$ cat src/rtl/sobel_edge_threshold_top_macros.svh
// Assertion macros used by the Sobel edge threshold top level.
`ifndef SOBEL_EDGE_THRESHOLD_TOP_MACROS_SVH
`define SOBEL_EDGE_THRESHOLD_TOP_MACROS_SVH

// Same-cycle implication, checked out of reset.
`define SET_ASSERT_NOW(label, ante, cons, msg) \
    label: assert property (@(posedge clk) disable iff (!rst_n) (ante) |-> (cons)) \
        else $error(msg);

// Next-cycle implication, checked out of reset.
`define SET_ASSERT_NEXT(label, ante, cons, msg) \
    label: assert property (@(posedge clk) disable iff (!rst_n) (ante) |=> (cons)) \
        else $error(msg);

`endif

$ cat src/rtl/set_pkg.sv
// Types and constants for the Sobel edge threshold block.
package set_pkg;

    localparam int PIX_W     = 8;
    localparam int THR_W     = 11;
    localparam int WID_W     = 11;
    localparam int HGT_W     = 12;
    localparam int CFG_W     = 12;
    localparam int OUT_COL_W = 10;
    localparam int DIM_W     = 13;
    localparam int SUM_W     = 10;
    localparam int MAG_W     = 11;

    localparam logic [PIX_W-1:0] EDGE_ON  = 8'd255;
    localparam logic [PIX_W-1:0] EDGE_OFF = 8'd0;

    localparam logic [THR_W-1:0] THR_RST = 11'd128;
    localparam logic [WID_W-1:0] WID_RST = 11'd868;
    localparam logic [HGT_W-1:0] HGT_RST = 12'd600;
    localparam logic [HGT_W-1:0] MIN_DIM = 12'd3;

    typedef enum logic [1:0] {
        CFG_THRESHOLD = 2'd0,
        CFG_WIDTH     = 2'd1,
        CFG_HEIGHT    = 2'd2
    } cfg_idx_t;

    // One entry of the line store: the two rows above the current one.
    typedef struct packed {
        logic [PIX_W-1:0] two_up;
        logic [PIX_W-1:0] one_up;
    } line_pair_t;

    // Newest window column, top to bottom.
    typedef struct packed {
        logic [PIX_W-1:0] top;
        logic [PIX_W-1:0] mid;
        logic [PIX_W-1:0] bot;
    } win_col_t;

endpackage

$ cat src/rtl/set_window.sv
// 3x3 window registers and the Sobel L1 magnitude compare.
module set_window (
    input  logic                        clk,
    input  logic                        rst_n,
    input  logic                        shift,
    input  set_pkg::win_col_t           col,
    input  logic [set_pkg::THR_W-1:0]   threshold,
    output logic                        edge_hit
);

    // Two previous columns: [0]/[1] top row, [2]/[3] middle, [4]/[5] bottom.
    logic [set_pkg::PIX_W-1:0] win_reg [6];

    logic [set_pkg::SUM_W-1:0] sum_a, sum_b, sum_l, sum_r;
    logic signed [set_pkg::SUM_W:0] gx, gy;
    logic [set_pkg::SUM_W-1:0] abs_x, abs_y;
    logic [set_pkg::MAG_W-1:0] mag;

    always_ff @(posedge clk or negedge rst_n)
    begin
        if (!rst_n)
        begin
            for (int i = 0; i < 6; i++)
            begin
                win_reg[i] <= '0;
            end
        end
        else if (shift)
        begin
            win_reg[0] <= win_reg[1];
            win_reg[1] <= col.top;
            win_reg[2] <= win_reg[3];
            win_reg[3] <= col.mid;
            win_reg[4] <= win_reg[5];
            win_reg[5] <= col.bot;
        end
    end

    always_comb
    begin
        sum_a = {2'b00, win_reg[0]} + {1'b0, win_reg[1], 1'b0} + {2'b00, col.top};
        sum_b = {2'b00, win_reg[4]} + {1'b0, win_reg[5], 1'b0} + {2'b00, col.bot};
        sum_l = {2'b00, win_reg[0]} + {1'b0, win_reg[2], 1'b0} + {2'b00, win_reg[4]};
        sum_r = {2'b00, col.top} + {1'b0, col.mid, 1'b0} + {2'b00, col.bot};
        gx = $signed({1'b0, sum_b}) - $signed({1'b0, sum_a});
        gy = $signed({1'b0, sum_r}) - $signed({1'b0, sum_l});
        abs_x = gx[set_pkg::SUM_W] ? set_pkg::SUM_W'(-gx) : gx[set_pkg::SUM_W-1:0];
        abs_y = gy[set_pkg::SUM_W] ? set_pkg::SUM_W'(-gy) : gy[set_pkg::SUM_W-1:0];
        mag = {1'b0, abs_x} + {1'b0, abs_y};
        edge_hit = (mag >= threshold);
    end

endmodule

$ cat config.mk
export PLATFORM = sky130hd
export DESIGN_NAME = set_window
export DESIGN_NICKNAME = d
export VERILOG_FILES = /design/src/rtl/sobel_edge_threshold_top_macros.svh /design/src/rtl/set_pkg.sv /design/src/rtl/set_window.sv
export SDC_FILE = /design/constraint.sdc
export NUM_CORES = 1
export LEC_CHECK = 0
export ABC_AREA = 0
export CAP_MARGIN = 20
export CORE_MARGIN = 1.5
export CORE_UTILIZATION = 40
export CTS_BUF_LIST = sky130_fd_sc_hd__clkbuf_4
export CTS_CLUSTER_SIZE = 14
export DETAILED_ROUTE_END_ITERATION = 12
export DONT_BUFFER_PORTS = 1
export RECOVER_POWER = 25
export SYNTH_ARGS = -nofsm -noshare
export SYNTH_HDL_FRONTEND = slang
export SYNTH_SLANG_ARGS = --single-unit
$ cat constraint.sdc
create_clock -name clk -period 23.2 [get_ports clk]
set_input_delay 4.64 -clock clk [delete_from_list [all_inputs] [get_ports clk]]
set_output_delay 4.64 -clock clk [all_outputs]
set_load 0.03 [all_outputs]
==> results.json <==
{
  "ff_latch_area_um2": 1201,
  "crit_path_top_delay_cell": "fa_1",
  "timing_worst_slew_pin_value_ns": 0.5430,
  "setup_violations": 0,
  "fillCellCount": 1281,
  "cts_buffers": 5,
  "num-nets-final": 707,
  "start_util_pct": 41.02,
  "hpwl_um": 7876,
  "multi_input_comb_area_um2": 3381,
  "placementRows": 41,
  "timing.clock.skew_ns": 0.006205,
  "area_delta_synth_final_pct": 4.574,
  "synth.top_cell.area_share_pct": 24.27,
  "worstPathBufferInverterCount": 4,
  "hold_class": "flop to flop",
  "synth_cell_type_count": 47,
  "timing_max_transition_violations_final": 0,
  "pin_count_of_the_biggest_net_entering_global_routing": 81,
  "yosysMostFrequentCell": "inv_1",
  "total_global_routing_track_utilization_pct": 14.73,
  "dominant_register_cell_in_the_synthesized_netlist": "dfrtp_1",
  "cts-root-to-sink-buffers": 2,
  "tritoncts": "yes",
  "gp_weighted_congestion": 0.8334,
  "clock_latency_ns": 0.36,
  "cp-end-kind": "output pin",
  "number_of_port_buffers": 0,
  "cap_violations": 0,
  "synth_edf_count": 0,
  "setup_tns_ns": 0,
  "criticalPathCategory": "primary input to output pin",
  "antenna_found_initial": 0,
  "critPathMostFrequentCell": "inv_1",
  "critical_path_required_ns": 18.56,
  "resized_after_cts": 0,
  "syn-mean-instance-area_um2": 9.265,
  "finalCritPeriodShare_pct": 67.73,
  "die_height_um": 117.0,
  "run_status": "finished clean",
  "netlist_instances": 561,
  "worst_setup_hold_path_clk_slew_ns": 0.13,
  "clock_tree.htree_level_count": 2,
  "cpLargestDelayFamily": "adder cells",
  "remaining_drc_errors": 0,
  "largest_register_ffs": 48,
  "via_per_inst": 4.690,
  "fmax_mhz": 63.64,
  "drt_first_iter_violations": 141,
  "routed_wl_um": 9107,
  "cts_hold_buf": 0,
  "rsz_0062_raised_after_global_routing": "false",
  "fp.dieArea_um2": 13690,
  "synthDominantAreaCellType": "fa_1",
  "die_width_um": 117.0,
  "timing.critical_path.fanout_max": 9,
  "hold_violations": 0,
  "grt-ovfl-total": 0,
  "insertedDiodeCount": 0,
  "post_drt_wl_per_cell_um": 12.44,
  "yosysWarningCount": 0,
  "worst_slew_margin_rel_pct": 63.67,
  "grt_first_pass_wirelength_um": 15990,
  "proportion_of_synthesized_chip_area_in_sequential_cells_pct": 23.11,
  "dr_total_vias": 3433,
  "via_count_of_the_first_global_routing_pass": 3655,
  "top_cells_by_area_synth": "fa_1 24%, dfrtp_1 23%, ha_1 11%, inv_1 11%, o21ai_0 4.1%",
  "design.portCount": 39,
  "synthTopCellsByCount": "154 x inv_1, 63 x fa_1, 48 x dfrtp_1, 47 x ha_1, 47 x nand2_1",
  "mappedNetlistArea_um2": 5197,
  "drtPass1Iterations": 4,
  "crit_arrival_ns": 11.07,
  "final_period_minus_worst_setup_slack_ns": 15.71,
  "synth_seq_cells": 48,
  "cpPeakStageDelay_ns": 0.54,
  "design.core.area_um2": 12670,
  "synth_fp_nets": 709,
  "cts.root.buffer_cell": "clkbuf_4",
  "async_flop_share_pct": 100.0,
  "drive_gt1_share_pct": 6.071,
  "post-route-util_pct": 42.90,
  "setup_repair_bufs_after_cts": 0,
  "postRouteAntennaNets": 0,
  "clkSinkCount": 48,
  "worst_setup_path_start_kind": "primary input",
  "reg2reg_setup_slack_ns": 22.39
}
## per-layer routing
| layer | routed length, um | GRT usage, % |
|---|---|---|
| met1 | 4430 | 20.39 |
| met2 | 4328 | 24.52 |
| met5 | 0 | 0 |
| met3 | 192 | 1.648 |
| met4 | 155 | 4.418 |
## cell families after synthesis
kind of cell | count (synthesis) | synth area share (%)
AO/OA/AOI/OAI | 102 | 12.42
XOR/XNOR | 32 | 5.392
adder cells (fa/ha/maj) | 110 | 35.58
buffers and inverters | 164 | 11.84
flip-flops | 48 | 23.11
multiplexers | 18 | 3.876
AND/OR/NAND/NOR | 87 | 7.776
## cell usage in the layout (no fill, tap or decap), types with 6 or more instances in the layout
master and count:
inv_1 154, fa_1 63, dfrtp_1 48, nand2_1 47
ha_1 47, o21ai_0 43, xnor2_1 24, a21oi_1 19
mux2_2 17, nor2_1 13, a21o_1 8, xor2_1 8
clkbuf_4 7, nor2b_1 6, o21a_1 6
## per-stage QoR
| step | setup slack (ns) | cells | hold slack (ns) | cell area, um^2 |
|---|---|---|---|---|
| global route | 7.094 | 732 | 0.5210 | 5435 |
| global placement | 7.610 | 724 | 0.4531 | 5379 |
| floorplan | 7.955 | 561 | 0.4460 | 5197 |
| finish | 7.486 | 732 | 0.4936 | 5435 |
| detailed placement | 7.464 | 724 | 0.4669 | 5379 |
| CTS | 7.448 | 732 | 0.4963 | 5435 |
## layout make-up
| class | instances | area share, % |
|---|---|---|
| Multi-Input combinational cell | 349 | 62.20 |
| Sequential cell | 48 | 22.10 |
| Clock buffer | 7 | 0.9669 |
| Tap cell | 172 | 3.959 |
| Clock inverter | 1 | 0.06906 |
| Inverter | 155 | 10.70 |
## worst paths after layout
check / cells past startpoint / startpoint / end
worst max-delay path: 27 / col[20] / edge_hit
worst min-delay path: 2 / win_reg[34]$_DFFE_PN0P_ / win_reg[42]$_DFFE_PN0P_
worst max register to register: 1 / win_reg[39]$_DFFE_PN0P_ / win_reg[39]$_DFFE_PN0P_
worst min register to register: 2 / win_reg[34]$_DFFE_PN0P_ / win_reg[42]$_DFFE_PN0P_
max in group asynchronous: 0 / rst_n / win_reg[24]$_DFFE_PN0P_
min in group asynchronous: 0 / rst_n / win_reg[6]$_DFFE_PN0P_
Power is left out: the tool's default activity adds up to more than one toggle a clock period on the data nets, which glitch-free logic cannot reach.
